--- config.mk ---
export PLATFORM = sky130hd
export DESIGN_NAME = rv64_instruction_encoder_flat
export DESIGN_NICKNAME = d
export VERILOG_FILES = /design/src/rtl/rv64ie_pkg.sv /design/src/rtl/rv64ie_in_if.sv /design/src/rtl/rv64ie_out_if.sv /design/src/rtl/rv64ie_decode.sv /design/src/rtl/rv64ie_pack.sv /design/src/rtl/rv64_instruction_encoder.sv /design/src/flat_wrapper.sv
export SDC_FILE = /design/constraint.sdc
export NUM_CORES = 1
export LEC_CHECK = 0
export BUFFER_PORTS_ARGS = -buffer_cell sky130_fd_sc_hd__clkbuf_2
export CORE_AREA = 2 2 128 130
export CTS_BUF_LIST = sky130_fd_sc_hd__clkbuf_2
export CTS_CLUSTER_DIAMETER = 80
export DETAILED_ROUTE_END_ITERATION = 10
export DIE_AREA = 0 0 130 132
export GPL_ROUTABILITY_DRIVEN = 0
export PLACE_DENSITY = 0.81
export SLEW_MARGIN = 30
export SYNTH_ARGS = -nofsm -noshare
export SYNTH_HDL_FRONTEND = slang
export SYNTH_SLANG_ARGS = --single-unit
--- constraint.sdc ---
create_clock -name clk_i -period 4.6 [get_ports clk_i]
set_input_delay 0.46 -clock clk_i [delete_from_list [all_inputs] [get_ports clk_i]]
set_output_delay 0.46 -clock clk_i [all_outputs]
set_load 0.005 [all_outputs]
--- src/rtl/rv64ie_pkg.sv ---
// Shared types, opcode constants and mnemonic codes of the RV64I encoder.
`timescale 1ns / 1ps
package rv64ie_pkg;

  localparam logic [6:0] OPC_OP     = 7'b0110011;
  localparam logic [6:0] OPC_OP_IMM = 7'b0010011;
  localparam logic [6:0] OPC_LOAD   = 7'b0000011;
  localparam logic [6:0] OPC_JALR   = 7'b1100111;
  localparam logic [6:0] OPC_STORE  = 7'b0100011;
  localparam logic [6:0] OPC_BRANCH = 7'b1100011;
  localparam logic [6:0] OPC_JAL    = 7'b1101111;
  localparam logic [6:0] OPC_LUI    = 7'b0110111;
  localparam logic [6:0] F7_BASE    = 7'b0000000;
  localparam logic [6:0] F7_ALT     = 7'b0100000;
  localparam logic [5:0] SRAI_HI    = 6'b010000;
  localparam logic [5:0] SHIFT_HI   = 6'b000000;

  typedef enum logic [5:0] {
    OP_ADD, OP_SUB, OP_XOR, OP_OR, OP_AND, OP_SLL, OP_SRL, OP_SRA,
    OP_ADDI, OP_XORI, OP_ORI, OP_ANDI, OP_SLLI, OP_SRLI, OP_SRAI,
    OP_LD, OP_LW, OP_LH, OP_LB, OP_LBU, OP_LHU, OP_LWU, OP_JALR,
    OP_SB, OP_SH, OP_SW, OP_SD,
    OP_BEQ, OP_BGE, OP_BLT, OP_BNE, OP_BLTU, OP_BGEU,
    OP_JAL, OP_LUI
  } op_e;

  typedef enum logic [2:0] {
    FMT_R, FMT_I, FMT_S, FMT_B, FMT_J, FMT_U
  } fmt_e;

  typedef enum logic [1:0] {
    IMM_PLAIN, IMM_SHIFT, IMM_SRAI
  } ikind_e;

  typedef enum logic [1:0] {
    ERR_NONE    = 2'd0,
    ERR_UNKNOWN = 2'd1,
    ERR_RANGE   = 2'd2
  } err_e;

  // Per-mnemonic encoding description
  typedef struct packed {
    logic        known;
    fmt_e        fmt;
    logic [2:0]  f3;
    logic [6:0]  opc;
    logic [6:0]  f7;
    ikind_e      ikind;
  } desc_t;

  typedef struct packed {
    logic [5:0]         op;
    logic [4:0]         dest_reg;
    logic [4:0]         src1_reg;
    logic [4:0]         src2_reg;
    logic signed [31:0] immediate;
    logic [31:0]        label_addr;
    logic [31:0]        inst_addr;
  } item_t;

endpackage

--- src/rtl/rv64ie_in_if.sv ---
// Input channel: one instruction per transfer.
`timescale 1ns / 1ps
interface rv64ie_in_if;
  logic               valid;
  logic               ready;
  logic [5:0]         op;
  logic [4:0]         dest_reg;
  logic [4:0]         src1_reg;
  logic [4:0]         src2_reg;
  logic signed [31:0] immediate;
  logic [31:0]        label_addr;
  logic [31:0]        inst_addr;

  modport source (
    output valid, op, dest_reg, src1_reg, src2_reg, immediate, label_addr, inst_addr,
    input  ready
  );
  modport sink (
    input  valid, op, dest_reg, src1_reg, src2_reg, immediate, label_addr, inst_addr,
    output ready
  );
endinterface

--- src/rtl/rv64ie_out_if.sv ---
// Output channel: machine word and error code per transfer.
`timescale 1ns / 1ps
interface rv64ie_out_if;
  logic        valid;
  logic        ready;
  logic [31:0] machine_word;
  logic [1:0]  error_code;

  modport source (output valid, machine_word, error_code, input ready);
  modport sink (input valid, machine_word, error_code, output ready);
endinterface

--- src/rtl/rv64ie_decode.sv ---
// Mnemonic decoder: format, funct3, funct7 and opcode per mnemonic code.
`timescale 1ns / 1ps
module rv64ie_decode import rv64ie_pkg::*; (
  input  logic [5:0] op_i,
  output desc_t      desc_o
);

  function automatic desc_t mk(fmt_e fmt, logic [2:0] f3, logic [6:0] opc,
                               logic [6:0] f7, ikind_e ikind);
    desc_t d;
    d.known = 1'b1;
    d.fmt   = fmt;
    d.f3    = f3;
    d.opc   = opc;
    d.f7    = f7;
    d.ikind = ikind;
    return d;
  endfunction

  always_comb begin
    unique case (op_i)
      OP_ADD:  desc_o = mk(FMT_R, 3'd0, OPC_OP, F7_BASE, IMM_PLAIN);
      OP_SUB:  desc_o = mk(FMT_R, 3'd0, OPC_OP, F7_ALT,  IMM_PLAIN);
      OP_XOR:  desc_o = mk(FMT_R, 3'd4, OPC_OP, F7_BASE, IMM_PLAIN);
      OP_OR:   desc_o = mk(FMT_R, 3'd6, OPC_OP, F7_BASE, IMM_PLAIN);
      OP_AND:  desc_o = mk(FMT_R, 3'd7, OPC_OP, F7_BASE, IMM_PLAIN);
      OP_SLL:  desc_o = mk(FMT_R, 3'd1, OPC_OP, F7_BASE, IMM_PLAIN);
      OP_SRL:  desc_o = mk(FMT_R, 3'd5, OPC_OP, F7_BASE, IMM_PLAIN);
      OP_SRA:  desc_o = mk(FMT_R, 3'd5, OPC_OP, F7_ALT,  IMM_PLAIN);
      OP_ADDI: desc_o = mk(FMT_I, 3'd0, OPC_OP_IMM, F7_BASE, IMM_PLAIN);
      OP_XORI: desc_o = mk(FMT_I, 3'd4, OPC_OP_IMM, F7_BASE, IMM_PLAIN);
      OP_ORI:  desc_o = mk(FMT_I, 3'd6, OPC_OP_IMM, F7_BASE, IMM_PLAIN);
      OP_ANDI: desc_o = mk(FMT_I, 3'd7, OPC_OP_IMM, F7_BASE, IMM_PLAIN);
      OP_SLLI: desc_o = mk(FMT_I, 3'd1, OPC_OP_IMM, F7_BASE, IMM_SHIFT);
      OP_SRLI: desc_o = mk(FMT_I, 3'd5, OPC_OP_IMM, F7_BASE, IMM_SHIFT);
      OP_SRAI: desc_o = mk(FMT_I, 3'd5, OPC_OP_IMM, F7_BASE, IMM_SRAI);
      OP_LD:   desc_o = mk(FMT_I, 3'd3, OPC_LOAD, F7_BASE, IMM_PLAIN);
      OP_LW:   desc_o = mk(FMT_I, 3'd2, OPC_LOAD, F7_BASE, IMM_PLAIN);
      OP_LH:   desc_o = mk(FMT_I, 3'd1, OPC_LOAD, F7_BASE, IMM_PLAIN);
      OP_LB:   desc_o = mk(FMT_I, 3'd0, OPC_LOAD, F7_BASE, IMM_PLAIN);
      OP_LBU:  desc_o = mk(FMT_I, 3'd4, OPC_LOAD, F7_BASE, IMM_PLAIN);
      OP_LHU:  desc_o = mk(FMT_I, 3'd5, OPC_LOAD, F7_BASE, IMM_PLAIN);
      OP_LWU:  desc_o = mk(FMT_I, 3'd6, OPC_LOAD, F7_BASE, IMM_PLAIN);
      OP_JALR: desc_o = mk(FMT_I, 3'd0, OPC_JALR, F7_BASE, IMM_PLAIN);
      OP_SB:   desc_o = mk(FMT_S, 3'd0, OPC_STORE, F7_BASE, IMM_PLAIN);
      OP_SH:   desc_o = mk(FMT_S, 3'd1, OPC_STORE, F7_BASE, IMM_PLAIN);
      OP_SW:   desc_o = mk(FMT_S, 3'd2, OPC_STORE, F7_BASE, IMM_PLAIN);
      OP_SD:   desc_o = mk(FMT_S, 3'd3, OPC_STORE, F7_BASE, IMM_PLAIN);
      OP_BEQ:  desc_o = mk(FMT_B, 3'd0, OPC_BRANCH, F7_BASE, IMM_PLAIN);
      OP_BGE:  desc_o = mk(FMT_B, 3'd5, OPC_BRANCH, F7_BASE, IMM_PLAIN);
      OP_BLT:  desc_o = mk(FMT_B, 3'd4, OPC_BRANCH, F7_BASE, IMM_PLAIN);
      OP_BNE:  desc_o = mk(FMT_B, 3'd1, OPC_BRANCH, F7_BASE, IMM_PLAIN);
      OP_BLTU: desc_o = mk(FMT_B, 3'd6, OPC_BRANCH, F7_BASE, IMM_PLAIN);
      OP_BGEU: desc_o = mk(FMT_B, 3'd7, OPC_BRANCH, F7_BASE, IMM_PLAIN);
      OP_JAL:  desc_o = mk(FMT_J, 3'd0, OPC_JAL, F7_BASE, IMM_PLAIN);
      OP_LUI:  desc_o = mk(FMT_U, 3'd0, OPC_LUI, F7_BASE, IMM_PLAIN);
      default: begin
        desc_o       = mk(FMT_R, 3'd0, 7'd0, F7_BASE, IMM_PLAIN);
        desc_o.known = 1'b0;
      end
    endcase
  end

endmodule

--- src/rtl/rv64ie_pack.sv ---
// Range checks and field packing of one decoded instruction.
`timescale 1ns / 1ps
module rv64ie_pack import rv64ie_pkg::*; (
  input  desc_t       desc_i,
  input  item_t       item_i,
  output logic [31:0] word_o,
  output err_e        err_o
);

  logic signed [32:0] offs;
  logic [31:0]        imm;
  logic [11:0]        u12;
  logic               ok;
  logic [31:0]        word;

  assign imm  = item_i.immediate;
  // exact signed difference of two unsigned addresses
  assign offs = $signed({1'b0, item_i.label_addr}) - $signed({1'b0, item_i.inst_addr});

  always_comb begin
    ok   = 1'b1;
    u12  = imm[11:0];
    word = '0;
    case (desc_i.fmt)
      FMT_R: begin
        word = {desc_i.f7, item_i.src2_reg, item_i.src1_reg, desc_i.f3,
                item_i.dest_reg, desc_i.opc};
      end
      FMT_I: begin
        if (desc_i.ikind == IMM_PLAIN) begin
          ok  = (&imm[31:11]) || !(|imm[31:11]);
          u12 = imm[11:0];
        end else begin
          ok  = !(|imm[31:6]);
          u12 = {(desc_i.ikind == IMM_SRAI) ? SRAI_HI : SHIFT_HI, imm[5:0]};
        end
        word = {u12, item_i.src1_reg, desc_i.f3, item_i.dest_reg, desc_i.opc};
      end
      FMT_S: begin
        ok   = (&imm[31:11]) || !(|imm[31:11]);
        word = {imm[11:5], item_i.src2_reg, item_i.src1_reg, desc_i.f3,
                imm[4:0], desc_i.opc};
      end
      FMT_B: begin
        // -4096 .. 4094; top value of the 13-bit range is rejected
        ok   = ((&offs[32:12]) || !(|offs[32:12])) && (offs[12:0] != 13'h0FFF);
        word = {offs[12], offs[10:5], item_i.src2_reg, item_i.src1_reg, desc_i.f3,
                offs[4:1], offs[11], desc_i.opc};
      end
      FMT_J: begin
        ok   = ((&offs[32:20]) || !(|offs[32:20])) && (offs[20:0] != 21'h0FFFFF);
        word = {offs[20], offs[10:1], offs[11], offs[19:12], item_i.dest_reg,
                desc_i.opc};
      end
      FMT_U: begin
        ok   = !(|imm[31:20]);
        word = {imm[19:0], item_i.dest_reg, desc_i.opc};
      end
      default: begin
        ok   = 1'b0;
        word = '0;
      end
    endcase
  end

  always_comb begin
    if (!desc_i.known) begin
      err_o  = ERR_UNKNOWN;
      word_o = '0;
    end else if (!ok) begin
      err_o  = ERR_RANGE;
      word_o = '0;
    end else begin
      err_o  = ERR_NONE;
      word_o = word;
    end
  end

endmodule

--- src/rtl/rv64_instruction_encoder.sv ---
// Top level: input register, decode and pack, output register.
// Decode and pack sit in one stage between the input register and the output
// register; a result is offered from the output register until it transfers.
// Throughput: one instruction per cycle unless the output stalls.
// The input register takes a transfer while a result waits at the output,
// as long as it is empty; a full input register waits for the output.
// Reset clears both valid flags; payload registers are not reset.
`timescale 1ns / 1ps
module rv64_instruction_encoder import rv64ie_pkg::*; (
  input  logic       clk_i,
  input  logic       rst_ni,
  rv64ie_in_if.sink  in_i,
  rv64ie_out_if.source out_o
);

  logic        in_valid_q;
  item_t       item_q;
  logic        out_valid_q;
  logic [31:0] word_q;
  err_e        err_q;

  desc_t       desc;
  logic [31:0] word_d;
  err_e        err_d;
  logic        out_ready;
  logic        in_ready;
  logic        in_xfer;

  assign out_ready = !out_valid_q || out_o.ready;
  assign in_ready  = !in_valid_q || out_ready;
  assign in_xfer   = in_i.valid && in_ready;

  assign in_i.ready         = in_ready;
  assign out_o.valid        = out_valid_q;
  assign out_o.machine_word = word_q;
  assign out_o.error_code   = err_q;

  rv64ie_decode u_decode (
    .op_i   (item_q.op),
    .desc_o (desc)
  );

  rv64ie_pack u_pack (
    .desc_i (desc),
    .item_i (item_q),
    .word_o (word_d),
    .err_o  (err_d)
  );

  always_ff @(posedge clk_i or negedge rst_ni) begin
    if (!rst_ni) begin
      in_valid_q  <= 1'b0;
      out_valid_q <= 1'b0;
    end else begin
      if (in_ready) begin
        in_valid_q <= in_i.valid;
      end
      if (out_ready) begin
        out_valid_q <= in_valid_q;
      end
    end
  end

  always_ff @(posedge clk_i) begin
    if (in_xfer) begin
      item_q.op         <= in_i.op;
      item_q.dest_reg   <= in_i.dest_reg;
      item_q.src1_reg   <= in_i.src1_reg;
      item_q.src2_reg   <= in_i.src2_reg;
      item_q.immediate  <= in_i.immediate;
      item_q.label_addr <= in_i.label_addr;
      item_q.inst_addr  <= in_i.inst_addr;
    end
    if (out_ready && in_valid_q) begin
      word_q <= word_d;
      err_q  <= err_d;
    end
  end

  a_err_zero_word: assert property (@(posedge clk_i) disable iff (!rst_ni)
    (out_valid_q && err_q != ERR_NONE) |-> (word_q == '0))
    else $error("error result carries a non-zero word");

  a_ok_has_opcode: assert property (@(posedge clk_i) disable iff (!rst_ni)
    (out_valid_q && err_q == ERR_NONE) |-> (word_q[1:0] == 2'b11))
    else $error("good result lacks a 32-bit opcode");

  a_unknown_flagged: assert property (@(posedge clk_i) disable iff (!rst_ni)
    (in_valid_q && out_ready && item_q.op > OP_LUI) |=>
      (out_valid_q && err_q == ERR_UNKNOWN))
    else $error("unknown mnemonic not reported");

  a_xfer_fills: assert property (@(posedge clk_i) disable iff (!rst_ni)
    in_xfer |=> in_valid_q)
    else $error("input transfer lost");

endmodule
--- src/flat_wrapper.sv ---
// flat-port wrapper written by rule: the top's interface ports become plain ports
module rv64_instruction_encoder_flat import rv64ie_pkg::*;
  (clk_i, rst_ni, in_i_valid, in_i_op, in_i_dest_reg, in_i_src1_reg, in_i_src2_reg, in_i_immediate, in_i_label_addr, in_i_inst_addr, in_i_ready, out_o_valid, out_o_machine_word, out_o_error_code, out_o_ready);
  rv64ie_in_if in_i_i ();
  rv64ie_out_if out_o_i ();
  input  logic clk_i;
  input  logic rst_ni;
  input wire logic [$bits(in_i_i.valid)-1:0] in_i_valid;
  input wire logic [$bits(in_i_i.op)-1:0] in_i_op;
  input wire logic [$bits(in_i_i.dest_reg)-1:0] in_i_dest_reg;
  input wire logic [$bits(in_i_i.src1_reg)-1:0] in_i_src1_reg;
  input wire logic [$bits(in_i_i.src2_reg)-1:0] in_i_src2_reg;
  input wire logic [$bits(in_i_i.immediate)-1:0] in_i_immediate;
  input wire logic [$bits(in_i_i.label_addr)-1:0] in_i_label_addr;
  input wire logic [$bits(in_i_i.inst_addr)-1:0] in_i_inst_addr;
  output wire logic [$bits(in_i_i.ready)-1:0] in_i_ready;
  output wire logic [$bits(out_o_i.valid)-1:0] out_o_valid;
  output wire logic [$bits(out_o_i.machine_word)-1:0] out_o_machine_word;
  output wire logic [$bits(out_o_i.error_code)-1:0] out_o_error_code;
  input wire logic [$bits(out_o_i.ready)-1:0] out_o_ready;
  assign in_i_i.valid = in_i_valid;
  assign in_i_i.op = in_i_op;
  assign in_i_i.dest_reg = in_i_dest_reg;
  assign in_i_i.src1_reg = in_i_src1_reg;
  assign in_i_i.src2_reg = in_i_src2_reg;
  assign in_i_i.immediate = in_i_immediate;
  assign in_i_i.label_addr = in_i_label_addr;
  assign in_i_i.inst_addr = in_i_inst_addr;
  assign in_i_ready = in_i_i.ready;
  assign out_o_valid = out_o_i.valid;
  assign out_o_machine_word = out_o_i.machine_word;
  assign out_o_error_code = out_o_i.error_code;
  assign out_o_i.ready = out_o_ready;
  rv64_instruction_encoder u_core (.clk_i(clk_i), .rst_ni(rst_ni), .in_i(in_i_i), .out_o(out_o_i));
endmodule
==> results of run 1 <==
==> sequential cells by signal, summed over array words and instances, names as in the netlist <==
signal and cells:
u_core.item_q 117, u_core.out_o.valid 1, u_core.out_o.machine_word 31, u_core.out_o.error_code 2, u_core.in_valid_q 1, u_core.u_decode.desc_o 15
==> report_power, final <==
group          leakage [nW]  internal, W  switching, W
combinational          2.94     0.000396      0.000557
clock                 0.146     0.000218      0.000573
sequential             1.60      0.00179     0.0000560
==> what timing repair did <==
item | in CTS | in global routing
hold buffers | 122 | 0
setup endpoints to repair | 0 | 24
gates resized for setup | 0 | 2
hold endpoints to repair | 121 | 0
==> through the flow <==
stage	instance area (um2)	utilization	setup slack (ps)	power, W
6_report	11400	0.7258	259.8	0.003590
5_1_grt	11400	0.7258	27.69	0.003746
4_1_cts	11380	0.7245	128.9	0.003548
3_5_place_dp	9932	0.6321	185.8	0.002705
3_3_place_gp	9932	0.6321	383.9	0.002684
2_1_floorplan	8960	-	771.8	0.002443
==> cells by family (layout without fill, tap and decap cells) <==
kind of cell	after synthesis	after routing	synth area share
other	0	1	0
AND/OR/NAND/NOR	250	250	0.1444
buffers and inverters	92	378	0.04189
flip-flops	167	167	0.5418
XOR/XNOR	18	18	0.01760
AO/OA/AOI/OAI	223	224	0.1667
adder cells (fa/ha/maj)	40	40	0.05670
multiplexers	27	27	0.03086
==> synthesized netlist by cell type, drive strengths merged, types with 9 or more instances <==
| cell | count | area [um2] |
|---|---|---|
| nand3 | 14 | 70.07 |
| and2 | 26 | 162.7 |
| nor2 | 47 | 178.9 |
| a21oi | 71 | 370.4 |
| o211ai | 9 | 67.56 |
| nor2b | 9 | 56.30 |
| a211oi | 10 | 75.07 |
| dfxtp | 15 | 300.3 |
| o21a | 10 | 75.07 |
| xnor2 | 10 | 87.58 |
| nand4 | 18 | 112.6 |
| o21ai | 40 | 200.2 |
| edfxtp | 150 | 4504 |
| buf | 12 | 75.07 |
| clkbuf | 19 | 71.32 |
| ha | 39 | 488.0 |
| inv | 61 | 229.0 |
| nand2 | 65 | 244.0 |
| o22ai | 20 | 125.1 |
| nor3 | 20 | 100.1 |
| and3 | 11 | 68.82 |
| mux2i | 22 | 220.2 |
==> worst reg2reg max path, cell delays in order (launching register included) <==
cell	delay [ps]
edfxtp_1	400
inv_1	40
ha_1	200
fa_1	400
and2b_2	260
o2111ai_4	170
a211o_1	450
a32oi_4	260
nor3_1	100
a311oi_2	290
and4bb_1	260
or4b_1	430
o221a_2	340
a21oi_4	350
nor2b_1	240
==> final cells by class <==
| class | instances | area (um2) |
|---|---|---|
| Multi-Input combinational cell | 559 | 3747 |
| Clock inverter | 14 | 140.1 |
| Antenna cell | 1 | 2.502 |
| Sequential cell | 167 | 4855 |
| Timing Repair Buffer | 285 | 2067 |
| Clock buffer | 18 | 90.09 |
| Fill cell | 1082 | 4309 |
| Tap cell | 216 | 270.3 |
| Inverter | 61 | 231.5 |
==> worst max-delay path by stage <==
stage | endpoint | cells past startpoint | startpoint | slack, ps
5_1_grt | u_core.out_o.machine_word[30]$_SDFFCE_PN0P_ | 13 | u_core.item_q[0]$_DFFE_PP_ | 30
2_1_floorplan | u_core.out_o.machine_word[2]$_SDFFCE_PN0P_ | 14 | u_core.item_q[0]$_DFFE_PP_ | 770
6_report | u_core.out_o.machine_word[30]$_SDFFCE_PN0P_ | 14 | u_core.item_q[32]$_DFFE_PP_ | 260
3_5_place_dp | u_core.out_o.machine_word[30]$_SDFFCE_PN0P_ | 13 | u_core.item_q[0]$_DFFE_PP_ | 190
3_3_place_gp | u_core.out_o.machine_word[5]$_SDFFCE_PN0P_ | 13 | u_core.item_q[0]$_DFFE_PP_ | 380
4_1_cts | u_core.out_o.machine_word[30]$_SDFFCE_PN0P_ | 13 | u_core.item_q[0]$_DFFE_PP_ | 130
==> metal layers <==
layer	track usage	vias to the layer above	part of all wire
li1	-	3621	-
met1	0.3542	3576	0.39
met2	0.4709	423	0.49
met3	0.06453	79	0.080
met4	0.1314	0	0.040
met5	0	-	0
==> out/metrics.cfg, run 1 <==
[clock_tree]
insertion_delay_ps = 790
cts_buffers = 17
root_buffer = clkbuf_2
cts_setup_buffers = 0
cts.reportedPaths.clkPinSlew_ps = 280
htreeDepth = 4
cts_buffer_depth = 2
cts_tree = built
clock_sinks = 167

[yosys]
ys_types = 77
ys_seq_area_frac = 0.5418
netlist_instances = 817
synth_warnings = 0
synth-edff-count = 150
syn-cell-area_mm2 = 0.008960
synth.avg_cell_area_um2 = 10.97
postSynthNetCount = 978
synth-async-reset-ratio = 0.01198
yosys_most_used_dff = edfxtp_1
synth_seq_cells = 167

[hold_path]
hold_path.startpoint = in_i_src2_reg[2]
whs_path_depth = 2
whs_endpoint = u_core.item_q[98]$_DFFE_PP_
hold_class = in2reg

[critical_path]
start_kind = flop
ff2ff_path_depth = 14
reg2reg_to = u_core.out_o.machine_word[30]$_SDFFCE_PN0P_
crit_chain = inv_1, ha_1, fa_1, and2b_2, o2111ai_4, a211o_1, a32oi_4, nor3_1, a311oi_2, and4bb_1, or4b_1, o221a_2, a21oi_4, nor2b_1
worst_ep_required_time_ps = 5240
path_delay_family = compound AO/OA/AOI/OAI gates
worstPathArrival_ps = 4980
max_stage_delay_ps = 450
worstSetupPathType = reg2reg
cp_slowest_cell = a211o_1
r2r_slack_ps = 260
critPathBufInv = 1
r2r-start = u_core.item_q[32]$_DFFE_PP_
crit_fanout = 13
setup.worst_path.end_class = flop

[timing]
max_freq_mhz = 230.4
relSlewSlack = 0.4956
tightest_slew_ps = 735.6
setup_viol = 0
fin_crit_ps = 4340
slew_violations = 0
finalClockSkew_ps = 43.71
whs_ps = 354.2
tns_ps = 0
hold_violations = 0
finalCritPeriodShare = 0.9435
rsz0062_at_grt = false

[routing]
vias_per_cell = 5.828
drcViolationCount = 0
wl_um = 23950
ant_nets = 0
initialDrtViolationCount = 839
dr.pass1.iters = 8
wl_per_cell_um = 18.13
num_vias = 7699

[die]
die_y_um = 132
fp.coreArea_mm2 = 0.01571
boundaryPins = 157
start_util = 0.5702
die_width_um = 130
dieArea_mm2 = 0.01716
rows = 46

[global_routing]
grt_pass1_vias = 7526
grt_pass1_wl_um = 37670
grt_max_degree = 72
antenna_found_initial = 1
track_usage = 0.2847
overflow = 0

[cells_and_area]
drive_above_1_share = 0.1957
area_growth_pct = 27.27
final_cell_mix = clkbuf_2, edfxtp_1, dlygate4sd3_1
layout_commonest_cell = clkbuf_2
nNetsFinal = 1252
instances_no_fill = 1321

[run_status]
outcome = finished, final reports clean

[placed_design]
dp_hpwl_um = 15210
dpl.cell_count = 1165
io_buffers = 156

[power]
cellPowerDensity_mw_per_mm2 = 314.8
power.leakage_nw = 4.683
vdd_drop_max_mv = 0.1815

[flow_run]
drv_cap = 0

No activity file was read; power rests on OpenSTA's default activity.
==> run 2: changes to the inputs <==
--- a/config.mk
+++ b/config.mk
@@ -16,4 +16,5 @@
 export SLEW_MARGIN = 30
 export SYNTH_ARGS = -nofsm -noshare
 export SYNTH_HDL_FRONTEND = slang
+export SYNTH_HIERARCHICAL = 1
 export SYNTH_SLANG_ARGS = --single-unit
==> run 2 against run 1 <==
  * Setup slack improved by 11 ps
  * Cell count increased by 2.6%
  * Count of clock-buffer cells in the layout shrank 1
  * Maximum frequency up 0.26%
  * Largest power group unchanged
==> out/metrics.cfg, run 2 <==
[critical_path]
worstSetupPathType = reg2reg  ; unchanged
path_delay_family = compound AO/OA/AOI/OAI gates  ; unchanged
worst_ep_required_time_ps = 5130  ; was 5240 ps
crit_fanout = 33  ; was 13
worstPathArrival_ps = 4860  ; was 4980 ps
crit_path_frequent_cell = inv_1
critPathBufInv = 3  ; was 1
crit_chain = inv_1, ha_1, inv_1, fa_1, a21o_1, a221o_2, a211o_1, a311oi_2, nand4_1, or4_1, or4_4, o211ai_4, buf_12, a21oi_2  ; was inv_1, ha_1, fa_1, and2b_2, o2111ai_4, a211o_1, a32oi_4, nor3_1, a311oi_2, and4bb_1, or4b_1, o221a_2, a21oi_4, nor2b_1
start_kind = flop  ; unchanged
setup.worst_path.end_class = flop  ; unchanged
cp_slowest_cell = or4_1  ; was a211o_1
max_stage_delay_ps = 570  ; was 450 ps

[power]
combPwrFrac = 0.260  ; was 0.266
clockPowerShare = 0.237  ; was 0.220
pwr-share-seq = 0.503  ; was 0.514
intPower_w = 0.002240  ; was 0.002404 W
swShare = 0.3374  ; was 0.3304
vdd_drop_max_mv = 0.2734  ; was 0.1815 mV
cellPowerDensity_mw_per_mm2 = 296.7  ; was 314.8 mW/mm2
p_total_w = 0.003381  ; was 0.003590 W
power.leakage_nw = 4.645  ; was 4.683 nW
netSwitchingPower_w = 0.001141  ; was 0.001186 W

[clock_tree]
cts_buffer_depth = 2  ; unchanged
cts.reportedPaths.clkPinSlew_ps = 310  ; was 280 ps
root_buffer = clkbuf_2  ; unchanged
clock_sinks = 153  ; was 167
cts_tree = built  ; unchanged
htreeDepth = 4  ; unchanged
insertion_delay_ps = 820  ; was 790 ps
cts_buffers = 17  ; unchanged

[yosys]
synth_common_cells = edfxtp_1, nand2_1, a21oi_1  ; was edfxtp_1, a21oi_1, nand2_1
synth-compound-area-share = 0.1884  ; was 0.1667
ys_top_cells_by_area = edfxtp_1, ha_1, nand2_1  ; was edfxtp_1, ha_1, a21oi_1
yosys.area_share.simple = 0.1530  ; was 0.1444
yosys_most_used_dff = edfxtp_1  ; unchanged
synth.most_common_cell = edfxtp_1  ; unchanged
synth_fa_ha_area_frac = 0.05479  ; was 0.05670
synth-edff-count = 151  ; was 150
syn-cell-area_mm2 = 0.009044  ; was 0.008960 mm2
synth.top_cell.area_share = 0.5014  ; was 0.5027
synth_warnings = 6  ; was 0
ys_seq_area_frac = 0.5069  ; was 0.5418
synth_xor_area_frac = 0.01937  ; was 0.01760
synth.avg_cell_area_um2 = 10.43  ; was 10.97 um2
synth_top_family_by_area = compound AO/OA/AOI/OAI gates  ; unchanged
ys_types = 81  ; was 77
synth_top_area_cell = edfxtp_1  ; unchanged
netlist_instances = 867  ; was 817
synth_mux_area_frac = 0.01757  ; was 0.03086
synth-async-reset-ratio = 0.01307  ; was 0.01198
synth_seq_cells = 153  ; was 167

[routing]
vias_per_cell = 5.838  ; was 5.828
num_vias = 7910  ; was 7699
dr.pass1.iters = 6  ; was 8
initialDrtViolationCount = 919  ; was 839
wl_per_cell_um = 17.79  ; was 18.13 um
drcViolationCount = 0  ; unchanged
ant_nets = 0  ; unchanged
wl_um = 24110  ; was 23950 um

[placed_design]
dp_hpwl_um = 15290  ; was 15210 um
io_buffers = 156  ; unchanged
place_area_mm2 = 0.009912  ; was 0.009932 mm2
dpl.cell_count = 1198  ; was 1165

[timing]
tns_ps = 0  ; unchanged
finalClockSkew_ps = 70.26  ; was 43.71 ps
tightest_slew_ps = 802.1  ; was 735.6 ps
relSlewSlack = 0.4653  ; was 0.4956
max_freq_mhz = 231.0  ; was 230.4 MHz
slew_violations = 0  ; unchanged
finalCritPeriodShare = 0.9411  ; was 0.9435
rsz0062_at_grt = false  ; unchanged
hold_violations = 0  ; unchanged
setup_viol = 0  ; unchanged
fin_crit_ps = 4329  ; was 4340 ps

[cells_and_area]
nNetsFinal = 1283  ; was 1252
instances_no_fill = 1355  ; was 1321
area_growth_pct = 25.98  ; was 27.27%
layout_commonest_cell = clkbuf_2  ; unchanged
final_cell_mix = clkbuf_2, edfxtp_1, dlygate4sd3_1  ; unchanged
final_cell_area_mm2 = 0.01139  ; was 0.01140 mm2
regMostFlops = u_core/item_q  ; was u_core.item_q
drive_above_1_share = 0.2192  ; was 0.1957
largest_register_ffs = 117  ; unchanged

[die]
start_util = 0.5756  ; was 0.5702
fp.coreArea_mm2 = 0.01571  ; unchanged
die_y_um = 132  ; unchanged
dieArea_mm2 = 0.01716  ; unchanged
boundaryPins = 157  ; unchanged
rows = 46  ; unchanged
die_width_um = 130  ; unchanged

[hold_path]
hold_class = in2reg  ; unchanged

[global_routing]
grt_pass1_wl_um = 37890  ; was 37670 um
grt_max_degree = 56  ; was 72
grt_util_met3 = 0.06128  ; was 0.06453
met2_usage = 0.4511  ; was 0.4709
track_usage = 0.2836  ; was 0.2847
grt_use_met1 = 0.3853  ; was 0.3542
grt_pass1_vias = 7509  ; was 7526
top_usage_layer = met2  ; unchanged
antenna_found_initial = 2  ; was 1
overflow = 0  ; unchanged

[flow_run]
drv_cap = 0  ; unchanged

[run_status]
outcome = finished, final reports clean  ; unchanged

[run 2: cells by family (layout without fill, tap and decap cells)]
| family | Yosys count | after routing |
|---|---|---|
| and+or+nand+nor | 274 | 274 |
| AOI/OAI and AO/OA | 250 | 250 |
| DFF | 153 | 153 |
| buffers and inverters | 116 | 380 |
| adders and majority gates | 39 | 39 |
| xor gates and xnor gates | 20 | 20 |
| muxes | 14 | 14 |
| other | 1 | 9 |
[run 2: layout make-up]
class | count | area [um2]
flip-flops and latches | 153 | 4584
inverters | 60 | 225.2
clock buffers | 17 | 85.08
fillers | 1140 | 4319
diodes | 3 | 7.507
multi-input cells | 603 | 3964
clock inverters | 15 | 155.1
well taps | 216 | 270.3
repair buffers | 288 | 2102
[run 2: worst register-to-register path, cell delays in order, from the launching register on]
cell,delay (ps)
edfxtp_1,440
inv_1,60
ha_1,160
inv_1,60
fa_1,410
a21o_1,200
a221o_2,420
a211o_1,300
a311oi_2,330
nand4_1,140
or4_1,570
or4_4,550
o211ai_4,100
buf_12,250
a21oi_2,100
[run 2: per-layer routing]
metal,wire (um),part of all wire
met5,0,0
met1,10030,0.42
met3,1908,0.079
met4,803,0.033
met2,11370,0.47
[run 2: path summary, 6_finish.rpt]
path	slack, ps	start	cells past startpoint	endpoint
hold / removal	320	in_i_immediate[20]	2	u_core/item_q[84]$_DFFE_PP_
max in group asynchronous	3960	rst_ni	3	u_core/out_o.valid$_DFFE_PN0P_
setup reg to reg	270	u_core/item_q[32]$_DFFE_PP_	14	u_core/out_o.machine_word[10]$_DFFE_PP_
setup / recovery	270	u_core/item_q[32]$_DFFE_PP_	14	u_core/out_o.machine_word[10]$_DFFE_PP_
min in group asynchronous	500	rst_ni	3	u_core/in_valid_q$_DFFE_PN0P_
hold reg to reg	620	u_core/in_valid_q$_DFFE_PN0P_	1	u_core/out_o.valid$_DFFE_PN0P_
[run 2: timing repair]
| item | CTS | global route |
|---|---|---|
| hold buffers | 122 | 0 |
| endpoints found under the setup margin | 0 | 2 |
| hold endpoints to repair | 121 | 0 |
| buffers inserted | 0 | 0 |
| gates resized for setup | 0 | 2 |
[run 2: stage by stage]
step | hold slack, ps | setup WS [ps] | utilization
after floorplan | 164.4 | 698.1 | -
after global placement | 246.0 | 495.6 | 0.6308
after detailed placement | 251.4 | 359.1 | 0.6308
after CTS | 302.3 | 320.7 | 0.7238
after global routing | 274.6 | 49.71 | 0.7250
final | 324.3 | 270.9 | 0.7251
[run 2: power groups by stage]
stage	clock (W)	sequential (W)	combinational, W
finish	0.000800	0.00170	0.000880
global route	0.000860	0.00171	0.000964
CTS	0.000783	0.00170	0.000848
detailed placement	0	0.00173	0.000762
global placement	0	0.00173	0.000749
floorplan	0	0.00171	0.000543
